[config.mk]
export PLATFORM = sky130hd
export DESIGN_NAME = uipc_ctrl
export DESIGN_NICKNAME = d
export VERILOG_FILES = /design/src/rtl/uipc_pkg.sv /design/src/rtl/uipc_ctrl.sv
export SDC_FILE = /design/constraint.sdc
export NUM_CORES = 1
export LEC_CHECK = 0
export BUFFER_PORTS_ARGS = -buffer_cell sky130_fd_sc_hd__buf_2
export CAP_MARGIN = 0
export CORE_AREA = 4 4 41 43
export CTS_CLUSTER_SIZE = 16
export DETAILED_ROUTE_END_ITERATION = 8
export DIE_AREA = 0 0 45 47
export GPL_ROUTABILITY_DRIVEN = 0
export PLACE_DENSITY = 0.41
export SYNTH_ARGS = -nofsm -noshare
export SYNTH_HDL_FRONTEND = slang
export SYNTH_SLANG_ARGS = --single-unit
export TNS_END_PERCENT = 100
[constraint.sdc]
create_clock -name clk -period 1.1 [get_ports clk]
set_input_delay 0.055 -clock clk [delete_from_list [all_inputs] [get_ports clk]]
set_output_delay 0.055 -clock clk [all_outputs]
set_load 0.005 [all_outputs]
[src/rtl/uipc_pkg.sv]
// shared types and constants for the interval union point counter
package uipc_pkg;

  localparam int unsigned HALF_W = 32;
  localparam int unsigned ENTRY_W = 2 * HALF_W;
  localparam int unsigned TOTAL_W = HALF_W + 1;

  typedef struct packed {
    logic load;
    logic sort_init;
    logic merge_step;
    logic sweep_init;
    logic sweep_step;
    logic finish;
  } cmd_t;

  typedef struct packed {
    logic sort_done;
    logic sweep_done;
  } status_t;

endpackage

[src/rtl/uipc_ctrl.sv]
// controller: load, merge passes, sweep and result sequencing
module uipc_ctrl (
  input  logic              clk,
  input  logic              rst,
  input  logic              start,
  input  logic              last_interval,
  input  uipc_pkg::status_t status,
  output uipc_pkg::cmd_t    cmd,
  output logic              busy,
  output logic              done
);

  typedef enum logic [2:0] {
    S_IDLE, S_SORT_RD, S_SORT_WR, S_SWEEP_RD, S_SWEEP_ACC, S_DONE
  } state_t;

  state_t state;
  state_t state_next;

  assign busy = (state != S_IDLE);

  always_comb begin
    cmd = '0;
    state_next = state;
    case (state)
      S_IDLE: begin
        if (start) begin
          cmd.load = 1'b1;
          if (last_interval) begin
            cmd.sort_init = 1'b1;
            state_next = S_SORT_RD;
          end
        end
      end
      S_SORT_RD: begin
        if (status.sort_done) begin
          cmd.sweep_init = 1'b1;
          state_next = S_SWEEP_RD;
        end else begin
          state_next = S_SORT_WR;
        end
      end
      S_SORT_WR: begin
        cmd.merge_step = 1'b1;
        state_next = S_SORT_RD;
      end
      S_SWEEP_RD: begin
        state_next = status.sweep_done ? S_DONE : S_SWEEP_ACC;
      end
      S_SWEEP_ACC: begin
        cmd.sweep_step = 1'b1;
        state_next = S_SWEEP_RD;
      end
      S_DONE: begin
        cmd.finish = 1'b1;
        state_next = S_IDLE;
      end
      default: state_next = S_IDLE;
    endcase
  end

  always_ff @(posedge clk) begin
    if (rst) begin
      state <= S_IDLE;
      done <= 1'b0;
    end else begin
      state <= state_next;
      done <= (state == S_DONE);
    end
  end

  a_done_idle: assert property (@(posedge clk) disable iff (rst) done |-> !busy)
    else $error("result strobe while busy");
  a_done_single: assert property (@(posedge clk) disable iff (rst) done |=> !done)
    else $error("result strobe longer than one cycle");
  a_load_stays_idle: assert property (@(posedge clk) disable iff (rst)
    start && !busy && !last_interval |=> !busy)
    else $error("non-final item left the block busy");

endmodule

* Yosys cells after proc, flatten, opt, wreduce, memory -nomap -nowiden
Cells that the tools add are included.
** Operators by class
- Order comparisons :: 0
- Add/subtract/negate cells :: 0
- Reduce and logical (&&, ||, !) cells :: 3
- Div/mod/pow operators :: 0
- Shifts and indexed selects :: 0
- Muxes and demuxes :: 13
- Equality and inequality tests :: 7
- Multiply operators :: 0
- Bitwise operators :: 0
** Operators by type and width (count)
- one-hot mux 3 bit (5 select lines) :: 1
- 2-to-1 mux 1 bit :: 8
- == test 3 x 2 -> 1 bit, second input constant :: 2
- == test 3 bit, second input constant :: 2
- 2-to-1 mux 3 bit :: 2
- 2-to-1 mux 2 bit :: 2
- inequality test 2 bit, second input constant :: 2
- == test 3 x 1 -> 1 bit, second input constant :: 1
- zero test 3 bit :: 1
- nonzero test 3 bit :: 1
- AND reduction 2 bit :: 1
** Word-level totals
- ROM bits :: 0
- Bits in latches :: 0
- Word-level logic and storage cells :: 25
- RAM bits :: 0
- Memories :: 0
- Bits in registers :: 4

* Longest topological paths before layout
Gate-level depths: netlist (run 1).
- Depth after elaboration :: 3
- Mapped depth :: 4
- Mapped depth without buffers :: 3

* Least setup slack after synthesis (run 1)
OpenSTA, ideal clock, no wires.
- Path kind :: flip-flop to output port
- Start point :: reg state[0]
- End point :: out cmd[4] (netlist bit)
- Stages on the path, launching flop included :: 4
- Arrival time :: 0.979 ns
- Slack :: 0.066 ns
- Cell sequence :: dfxtp_1 buf_2 or3_1 nor2_1
** RTL lines
- start: declaration :: RTL line uipc_ctrl.sv:17 : state_t state;
- start signal: assignment :: RTL line uipc_ctrl.sv:67 : state <= state_next;
- end: declaration :: RTL line uipc_ctrl.sv:8 : output uipc_pkg::cmd_t cmd,

==> results of run 1 <==
## stage by stage
step           setup TNS [ns]  area, um^2  hold WS (ns)  instances
6_report               -0.356         404        0.0368         61
5_1_grt                -0.661         404        0.0330         61
4_1_cts                -0.392         368        0.0251         59
3_5_place_dp                0         307         0.281         54
3_3_place_gp                0         307         0.283         54
2_1_floorplan               0         216         0.127         25
## cells in the mapped netlist, drive strengths merged
cell | n | share of area (%)
a211o | 1 | 4.0
a211oi | 1 | 3.5
a31oi | 1 | 2.9
and4bb | 1 | 5.8
buf | 2 | 7.5
dfxtp | 4 | 37
inv | 2 | 3.5
nand2 | 1 | 1.7
nor2 | 2 | 3.5
nor2b | 1 | 2.9
nor3 | 2 | 4.6
nor3b | 2 | 6.9
nor4bb | 1 | 4.6
o21ai | 2 | 4.6
or3 | 1 | 2.9
xnor2 | 1 | 4.0
## area by class of cell
| class | instances | area [um^2] | area share, % |
|---|---|---|---|
| multi-input cells | 17 | 145 | 35.9 |
| repair buffers | 20 | 121 | 30.0 |
| flip-flops and latches | 4 | 88.8 | 22.0 |
| clock buffers | 3 | 22.5 | 5.57 |
| well taps | 15 | 18.8 | 4.64 |
| inverters | 2 | 7.51 | 1.86 |
## registers in the layout (all words and copies together) (netlist names)
name	cells
state	3
done	1
## cell usage in the layout (no fill, tap or decap)
cell / synthesis / routed
sky130_fd_sc_hd__clkbuf_4: 0 / 3
sky130_fd_sc_hd__dfxtp_4: 0 / 2
sky130_fd_sc_hd__nor3_1: 2 / 1
sky130_fd_sc_hd__nor4bb_1: 1 / 1
sky130_fd_sc_hd__dfxtp_2: 0 / 1
sky130_fd_sc_hd__nand2_1: 1 / 1
sky130_fd_sc_hd__nor3b_2: 0 / 1
sky130_fd_sc_hd__dfxtp_1: 4 / 1
sky130_fd_sc_hd__a31oi_1: 1 / 1
sky130_fd_sc_hd__buf_4: 0 / 6
sky130_fd_sc_hd__buf_2: 1 / 13
sky130_fd_sc_hd__nor3b_4: 0 / 1
sky130_fd_sc_hd__nor3_4: 0 / 1
sky130_fd_sc_hd__a211o_1: 1 / 1
sky130_fd_sc_hd__buf_6: 1 / 1
sky130_fd_sc_hd__o21ai_1: 0 / 2
sky130_fd_sc_hd__xnor2_1: 1 / 1
sky130_fd_sc_hd__and4bb_1: 1 / 1
sky130_fd_sc_hd__inv_1: 2 / 1
sky130_fd_sc_hd__or3_4: 0 / 1
sky130_fd_sc_hd__nor2_1: 2 / 2
sky130_fd_sc_hd__inv_2: 0 / 1
sky130_fd_sc_hd__a211oi_1: 1 / 1
sky130_fd_sc_hd__nor2b_1: 1 / 1
## critical path: stages, from the launching register on
cell and delay, ns:
sky130_fd_sc_hd__dfxtp_4 0.34, sky130_fd_sc_hd__or3_4 0.38, sky130_fd_sc_hd__nor2_1 0.10, sky130_fd_sc_hd__buf_2 0.11
## report_power, final
group	total (W)	switching, W	leakage [nW]	internal (W)
sequential	0.000165	0.0000106	0.0344	0.000155
combinational	0.000136	0.0000542	0.150	0.0000819
clock	0.000182	0.0000599	0.0138	0.000122
total	0.000483	0.000125	0.198	0.000358
## timing repair
action	CTS	global route
pin swaps	4	4
setup buffers	2	2
gates cloned	0	0
gates resized for setup	9	6
hold buffers	0	0
setup endpoints to repair	7	8
## path summary, 6_finish.rpt
kind	slack, ns	start	to
setup / recovery	-0.12	state[0]	cmd[4]
hold / removal	0.04	rst	state[1]
setup reg to reg	-0.02	state[0]	state[0]
hold reg to reg	0.47	state[1]	state[1]
## cells by family (layout without fill, tap and decap cells)
family	count (synthesis)	count (layout)
buffers and inverters	4	25
DFF	4	4
and+or+nand+nor	11	11
xor gates and xnor gates	1	1
AOI/OAI and AO/OA	5	5
## layer usage
metal  track usage (%)  wire, um  vias up
met5                 0         0        -
met3              2.68        24        0
met4              7.02         0        0
met2              10.5       313        6
met1              6.58       287      112
li1                  -         -      132
==> flow_results.org, run 1 <==
** Placed design
- Port Buf Inserts :: 13
- Prior to clock tree synthesis, the placed netlist has a worst setup slack of 0.0263 ns.
- After legalization and detailed placement, the total HPWL measured around 420 um.

** Finish
- Share of cells above drive strength 1 :: between 60% and 70%
- The final layout contains between 50 and 60 nets.
- At the end of the flow the core is filled with cells to 31.1%.
- Antenna Cells :: 0
- Fill cell instance count of the final layout :: between 150 and 200
- Compared with the post-synthesis result, the final layout area differs by 86.7%.

** Yosys
- Compound-gate portion of the synthesized area :: between 15 and 20%
- The synthesized netlist devotes 0% of its cell area to adder and majority cells.
- After synthesis, the netlist uses 17 different library cells.
- Each instance of the synthesized netlist takes up on average approximately 8.7 um^2.
- By area, the combinational part of the netlist is dominated by simple AND/OR/NAND/NOR gates.
- Summing the areas of all xor and xnor instances in the mapped netlist gives 4.05% of the synthesized area.
- In this run the cell area of the synthesized design comes to roughly 220 um^2.
- The portion of synthesized area spent on multiplexers is 0%.
- Counting every net in the synthesized netlist gives 31.
- Synthesis inferred 4 register bits.
- Sequential cells were found to cover 37.0% of the synthesized design area.
- During synthesis, Yosys emitted a total of 0 warnings.
- Synthesis handed over a netlist of 25 instances.
- Synth Area in Simple Gates :: roughly a third

** Hold path
- The path class of the tightest hold or removal check is primary input to register.
- The worst hold path passes through 2 cells.

** Timing
- The clock arrives with approximately 0.000053 ns of skew.
- At the pin with the least slew margin, the transition time is ~0.19 ns.
- Crit path setup slack, layout :: -0.121 ns
- The final hold violation count was 0.
- Highest clock rate :: roughly 800 MHz
- Slew Limit Fails :: 0
- Setup repair after global routing could not meet its margin everywhere.
- Worst-case headroom to the max-slew limit :: between 80% and 90%
- Counting I/O delays and the setup requirement, the final critical path takes approximately 1.2 ns.
- Portion of the clock cycle consumed by the worst path in the final layout :: 111%
- Setup violations remaining at the end of the flow were counted as 6.

** CTS
- In this run the clock root is driven by a sky130_fd_sc_hd__clkbuf_4.
- For the worst-skew pair, the clock arrives at the later sink with an insertion delay of approximately 0.23 ns.
- TritonCTS clock tree :: yes
- Clock buffer count from CTS :: 3
- Clock-pin slew was measured on the worst setup and hold paths at around 0.040 ns.
- In this run the number of H-tree levels came out at 1.
- Sink Count :: 4
- Max Root-Sink Buffers :: 2

** Die
- Vertical die dimension :: 47 um
- Row generation in the floorplan step produced 13 rows.
- I/O pin count :: 14
- Starting Density :: about 17%
- Die Area :: 2120 um^2
- In this run the horizontal extent of the chip is 45 um.
- Std-Cell Core Area :: approximately 1300 um^2

** Status
- Status :: finished, violations left
- The checks that failed: negative setup slack.

** Detailed routing
- Count of routing violations after the opening detailed-route iteration :: 1
- Total number of vias :: 250
- After detailed routing, the average wire length per cell comes to about 10 um.
- Wire length after detailed routing :: approximately 630 um
- After detailed routing, the number of remaining DRC violations is 0.
- The count of nets left with antenna violations once routing finished came out at 0.
- First drt pass iteration count :: 2
- In the routed layout, each cell is associated on average with a via count of around 4.1.

** Worst setup path
- STA classifies the critical path startpoint as a register.
- The worst setup path is of the register to output pin kind.
- Counting cells, the worst reg-to-reg path comes to 5.
- Critical path data required time :: 1.04 ns
- Data arrival, critical path :: 1.17 ns
- Along the worst path, the maximum fanout reaches 4.
- Worst setup EP type :: output pin

** Power
- Dividing total power by cell area gives a power density of 1200 nW/um^2.
- Total power :: 0.000483 W
- IR analysis of the VDD net gives a maximum drop of 308 uV.
- The analysis attributes to cell leakage a power of roughly 0.20 nW.

** Global routing
- Number of global-route vias before repair :: between 200 and 300
- The first global-routing pass estimated about 1000 um of wire.
- The initial antenna violation count is 0.
- Maximum number of pins on one net before global-route repair :: 9
- Total congestion overflow :: 0
- Overall routing resource usage :: about 6.7%

** Run
- Max-cap violations in this run came to 0.
(Power assumes the default switching activity.)
==> run 2: changes to the inputs <==
--- a/config.mk
+++ b/config.mk
@@ -8,11 +8,13 @@
 export BUFFER_PORTS_ARGS = -buffer_cell sky130_fd_sc_hd__buf_2
 export CAP_MARGIN = 0
 export CORE_AREA = 4 4 41 43
+export CTS_BUF_LIST = sky130_fd_sc_hd__clkbuf_4
 export CTS_CLUSTER_SIZE = 16
 export DETAILED_ROUTE_END_ITERATION = 8
 export DIE_AREA = 0 0 45 47
 export GPL_ROUTABILITY_DRIVEN = 0
 export PLACE_DENSITY = 0.41
+export SLEW_MARGIN = 20
 export SYNTH_ARGS = -nofsm -noshare
 export SYNTH_HDL_FRONTEND = slang
 export SYNTH_SLANG_ARGS = --single-unit
==> constraint.sdc (replaced) <==
create_clock -name clk -period 1.55 [get_ports clk]
set_input_delay 0.0775 -clock clk [delete_from_list [all_inputs] [get_ports clk]]
set_output_delay 0.0775 -clock clk [all_outputs]
set_load 0.005 [all_outputs]
==> run 2 against run 1 <==
Core utilization down 7.5 points. The flow now finishes without violations. Non-clock buffer count down 7. Largest power group is now registers. Wire length down 21%. Worst setup slack better by 0.33 ns. Worst hold slack better by 0.028 ns. Power down 39%. Die area unchanged.
==> flow_results.org, run 2 (synthesis results as in run 1) <==
** Global routing
- First-pass GRT wire length :: 917 um
- Number of global-route vias before repair :: 212
- Total congestion overflow :: 0
- Number of antenna violations at the first check in global routing :: 0
- Overall routing resource usage :: between 6 and 7%
- Entering global routing, the biggest net connects 11 pins.

** CTS
- The clock passes through at most 2 buffers.
- Register clock-pin slew on the reported worst setup and hold paths :: ~0.040 ns
- In this run the post-CTS setup repair buffer count came out at 0.
- Clock insertion delay at the later pin of the skew report :: 0.23 ns
- TritonCTS built the clock tree.
- Clock tree synthesis inserted a total of 3 buffers.
- Sink Count :: 4
- CTS H-Tree Depth :: 1
- Hold repair after CTS inserted 0 buffers.
- Gates resized during post-CTS repair numbered 0.
- Root cell of the clock tree :: sky130_fd_sc_hd__clkbuf_4

** Timing
- Total of endpoints with negative setup slack in the final report :: 0
- The clock period could shrink to between 1 and 1.5 ns.
- Highest clock rate :: around 740 MHz
- Portion of the clock cycle consumed by the worst path in the final layout :: 86.7%
- Setup repair after global routing left no endpoint under its margin.
- Summed over all failing endpoints, the final setup total negative slack is 0 ns.
- Hold timing on the final database bottoms out at a slack of roughly 0.064 ns.
- Final Hold Vio Count :: 0
- For the pin with the worst max-slew slack, the measured transition is just under 0.3 ns.
- Clk_skew :: 0.00218 ns
- Worst-case headroom to the max-slew limit :: between 80% and 90%
- Slew Limit Fails :: 0

** Power
- Sequential cells burn 41.3% of the power.
- In this run the static leakage power is between 0.15 and 0.2 nW.
- Switching power total :: between 0.00006 and 0.00007 W
- In this run the power density over the cells is just under 1000 nW/um^2.
- In this run, the clock network consumes 41.4% of the power.
- Of the total power, combinational logic draws approximately 17%.
- Max IR drop VDD :: ~200 uV
- Internal power comes to around 0.00023 W.
- Summing internal, switching and leakage power gives ~0.00030 W.
- Net switching fraction of the power :: a little under a quarter

** Worst setup path
- In this run the worst path has a maximum fanout of 10.
- Slowest stage cell, crit path :: sky130_fd_sc_hd__or3_1
- Data on the critical path arrives at its endpoint at approximately 1.3 ns.
- Data on the critical path is required at its endpoint by between 1 and 1.5 ns.
- STA classifies the critical path endpoint as an output pin.
- Series of cell instances along the critical path :: or3_1, nor2_1, buf_2
- For this run, the slowest stage of the critical path takes roughly 0.43 ns.
- The worst setup path is launched from a register.
- The critical path is of the register to output pin type.

** Status
- The flow ran to the end, and the final reports show no timing, DRC or antenna violations.

** Finish
- Max reg flops :: 3
- Most common library cell in the layout ignoring fill and taps :: sky130_fd_sc_hd__buf_2
- Most frequent cells in the layout :: sky130_fd_sc_hd__buf_2 (13), sky130_fd_sc_hd__dfxtp_1 (4), sky130_fd_sc_hd__clkbuf_4 (3)
- Antenna Cells :: 0
- Share of cells above drive strength 1 :: 41.0%
- Area added between synthesis and finish :: 41.6%
- Once layout is complete, the utilization of the core stands at 23.6%.
- After filler insertion, the fill cell instance count of the layout stands at between 150 and 200.
- The count of cells in the finished layout, fillers not included, comes to 54.
- Final layout net count :: 47
- The largest registers in the layout are state x3, done x1.
- Register with the highest flop count :: state

** Run
- Max-cap violations in this run came to 0.

** Detailed routing
- The detail route stage leaves a number of antenna-violating nets equal to 0.
- In the routed design, unresolved DRC markers number 0.
- After the first detailed-routing iteration, the DRC count stood at 1.
- Total number of vias :: roughly 220
- Wire length after detailed routing :: 495 um
- First drt pass iteration count :: 2
- Average wire per standard cell :: between 9 and 10 um
- Via/cell ratio :: between 4 and 5

** Die
- Once the floorplan was initialized, standard cells occupied about 17% of the core.
- The region available for standard cell placement spans around 1300 um^2.
- Die width :: roughly 45 um
- Vertical die dimension :: 47 um
- Number of rows in the core area :: 13
- Die Area :: roughly 2100 um^2
- Pin placement for this block handled 14 I/O pins.

** Hold path
- Worst hold path type :: primary input to register

** Placed design
- Port Buf Inserts :: 13
- Once placement completed, the tool counted placed cells totaling roughly 50.
- The wire-length estimate of the detail-placed layout is slightly below 400 um.
[run 2: metal layers]
layer	wire length [um]	GRT usage [%]	part of all wire, %	vias up
met2	229	8.47	46	6
met1	231	6.59	47	94
li1	-	-	-	117
met5	0	0	0	-
met3	34	3.45	6.9	0
met4	0	5.26	0	0
[run 2: layout make-up]
class | count | area, um^2 | share of cell area, %
tap | 15 | 18.8 | 6.12
multi-input combinational | 17 | 113 | 36.7
timing repair buffer | 13 | 65.1 | 21.2
clock buffer | 3 | 22.5 | 7.35
inverter | 2 | 7.51 | 2.45
sequential | 4 | 80.1 | 26.1
[run 2: worst max-delay path: cells and delay by family (launching register included)]
kind	cells	cell delay, ns
buffers and inverters	1	0.11
DFF	1	0.38
and+or+nand+nor	2	0.54
[run 2: power by group through the flow]
stage | combinational, W | clock (W) | sequential, W
after floorplan | 0.0000437 | 0 | 0.000112
after global placement | 0.0000525 | 0 | 0.000124
after detailed placement | 0.0000525 | 0 | 0.000124
after CTS | 0.0000526 | 0.000129 | 0.000122
after global routing | 0.0000576 | 0.000137 | 0.000125
final | 0.0000512 | 0.000122 | 0.000122
[run 2: worst paths after layout]
check / slack (ns) / from / endpoint / depth (start not counted)
max: 0.21 / state[0] / cmd[4] / 3
min: 0.06 / rst / state[0] / 2
max reg2reg: 0.47 / state[1] / state[0] / 3
min reg2reg: 0.59 / state[0] / state[2] / 1
[run 2: through the flow]
stage | cell area [um^2] | setup WS (ns)
after floorplan | 216 | 0.493
after global placement | 284 | 0.445
after detailed placement | 284 | 0.431
after CTS | 307 | 0.188
after global routing | 307 | 0.106
final | 307 | 0.206
==> run 3: changes to the inputs <==
--- a/config.mk
+++ b/config.mk
@@ -13,7 +13,6 @@
 export DETAILED_ROUTE_END_ITERATION = 8
 export DIE_AREA = 0 0 45 47
 export GPL_ROUTABILITY_DRIVEN = 0
-export PLACE_DENSITY = 0.41
 export SLEW_MARGIN = 20
 export SYNTH_ARGS = -nofsm -noshare
 export SYNTH_HDL_FRONTEND = slang
==> run 3 against run 2 <==
Wire length rose by 0.20%. Critical endpoint unchanged. Final cell count unchanged. Sequential share of layout area stayed put. Non-clock buffer count did not move. Core utilization unchanged. Critical path depth is the same. Maximum frequency fell by 0.16%. Die area unchanged.
==> flow_results.org, run 3 (synthesis results as in run 1) <==
** Status
- The flow ran to the end, and the final reports show no timing, DRC or antenna violations.

** Timing
- Slew Limit Fails :: 0
- For the pin with the worst max-slew slack, the measured transition is around 0.28 ns.
- After layout, the minimum clock period comes to 1.35 ns.
- Dividing the final minimum period by the clock period gives 86.8%.
- Highest clock rate :: 743 MHz
- Total of endpoints with negative setup slack in the final report :: 0
- The worst pin sits at a relative slew slack of 81.1%.
- RSZ-0062 raised after global routing :: false
- In the final timing run, aggregate negative setup slack is 0 ns.
- The final hold violation count came to 0.
- Clock skew on the completed layout was measured at between 0.002 and 0.003 ns.

** Die
- Std-Cell Core Area :: ~1300 um^2
- 14 I/O pins were placed.
- Starting Density :: approximately 17%
- The die is around 47 um tall.
- Die Area :: approximately 2100 um^2
- The floorplan has 13 rows.
- The die is 45 um wide.

** Worst setup path
- Data arrives at the worst endpoint at between 1 and 1.5 ns.
- Data on the critical path is required at its endpoint by 1.47 ns.
- STA classifies the critical path startpoint as a register.
- The critical path in this run is classified as register to output pin.
- In this run the worst path has a maximum fanout of 10.
- STA classifies the critical path endpoint as an output pin.

** Global routing
- Entering global routing, the biggest net connects 11 pins.
- The total overflow left after global routing is 0.
- The initial antenna violation count came to 0.
- For this run, the total global-route usage over all layers was measured as under 10%.
- The number of global-route vias before repair came to roughly 170.
- First-pass GRT wire length :: ~660 um

** Detailed routing
- After detailed routing, the average wire length per cell comes to just over 9 um.
- Wire length after detailed routing :: ~500 um
- The count of nets left with antenna violations once routing finished came out at 0.
- The routed layout has about 220 vias.
- Via/cell ratio :: 4.09
- Before antenna repair, the detailed router went through 2 iterations.
- Count of routing violations after the opening detailed-route iteration :: 4
- DRC violations left :: 0

** Finish
- Largest registers :: state x3, done x1
- Max reg flops :: 3
- Cells with a size suffix above 1 make up a little over 40% of the layout.
- Register with the highest flop count :: state
- In the final design database the tool counted 47 nets.
- The finished layout holds 54 standard cells, fillers aside.
- Antenna Cells :: 0
- Area added between synthesis and finish :: 41.6%
- The library cell used most frequently in the layout, excluding fill and tap cells, is sky130_fd_sc_hd__buf_2.
- Most frequent cells in the layout :: sky130_fd_sc_hd__buf_2 (13), sky130_fd_sc_hd__dfxtp_1 (4), sky130_fd_sc_hd__clkbuf_4 (3)

** CTS
- TritonCTS built the clock tree.
- The later pin in the worst-skew pair is clocked with a latency of ~0.23 ns.
- The tree is rooted in a sky130_fd_sc_hd__clkbuf_4.
- The clock passes through at most 2 buffers.
- Post-CTS setup buffers :: 0
- For this design, the sink count on the clock tree is 4.
- Number of resized instances in the post-cts repair step :: 0
- After clock tree synthesis, the clock-pin slew on the worst setup and hold paths is 0.04 ns.
- Clock buffer count from CTS :: 3
- CTS H-Tree Depth :: 1
- In this run, post-CTS hold repair placed 0 buffers.

** Placed design
- In this run, placement finished with an instance count of 51.
- Total half-perimeter wirelength after legalization and detailed placement :: 401 um
- The count of buffers added on input and output ports is 13.

** Run
- Across the run, the number of max-cap violations was 0.

** Power
- Power density relative to cell area :: 973 nW/um^2
- Summed over all cells, the static leakage comes to approximately 0.15 nW.
- Across the VDD grid, the largest voltage drop is approximately 310 uV.

** Hold path
- Worst hold path type :: primary input to register
[run 3: report_power, final]
group | leakage [nW] | switching [W] | internal [W]
sequential | 0.0326 | 0.0000119 | 0.000109
clock | 0.0138 | 0.0000391 | 0.0000863
combinational | 0.104 | 0.0000210 | 0.0000307
[run 3: final timing paths]
check	from	end	slack [ns]	depth (start not counted)
hold reg to reg	state[1]	state[2]	0.58	1
setup reg to reg	state[0]	state[0]	0.46	3
setup / recovery	state[0]	cmd[4]	0.20	3
hold / removal	rst	state[0]	0.06	2
[run 3: stage by stage]
step,setup slack [ns],utilization [%],hold WS [ns],power (W),area (um^2)
2_1_floorplan,0.493,-,0.149,0.000156,216
3_3_place_gp,0.477,21.8,0.292,0.000174,284
3_5_place_dp,0.439,21.8,0.295,0.000176,284
4_1_cts,0.184,23.6,0.0464,0.000307,307
5_1_grt,0.105,23.6,0.0535,0.000322,307
6_report,0.204,23.6,0.0551,0.000298,307
[run 3: critical path, stage by stage, from the launching register on]
cell and delay, ns:
sky130_fd_sc_hd__dfxtp_1 0.38, sky130_fd_sc_hd__or3_1 0.43, sky130_fd_sc_hd__nor2_1 0.11, sky130_fd_sc_hd__buf_2 0.11
[run 3: layer usage]
layer	track usage, %	wire [um]	part of all wire, %
met5	0	0	0
met4	5.26	0	0
met3	3.07	68	14
met2	4.80	193	39
met1	5.92	234	47
[run 3: final cells by class]
type / instances / area, um^2
fill: 155 / 995
tap: 15 / 18.8
clock buffer: 3 / 22.5
multi-input combinational: 17 / 113
inverter: 2 / 7.51
sequential: 4 / 80.1
timing repair buffer: 13 / 65.1
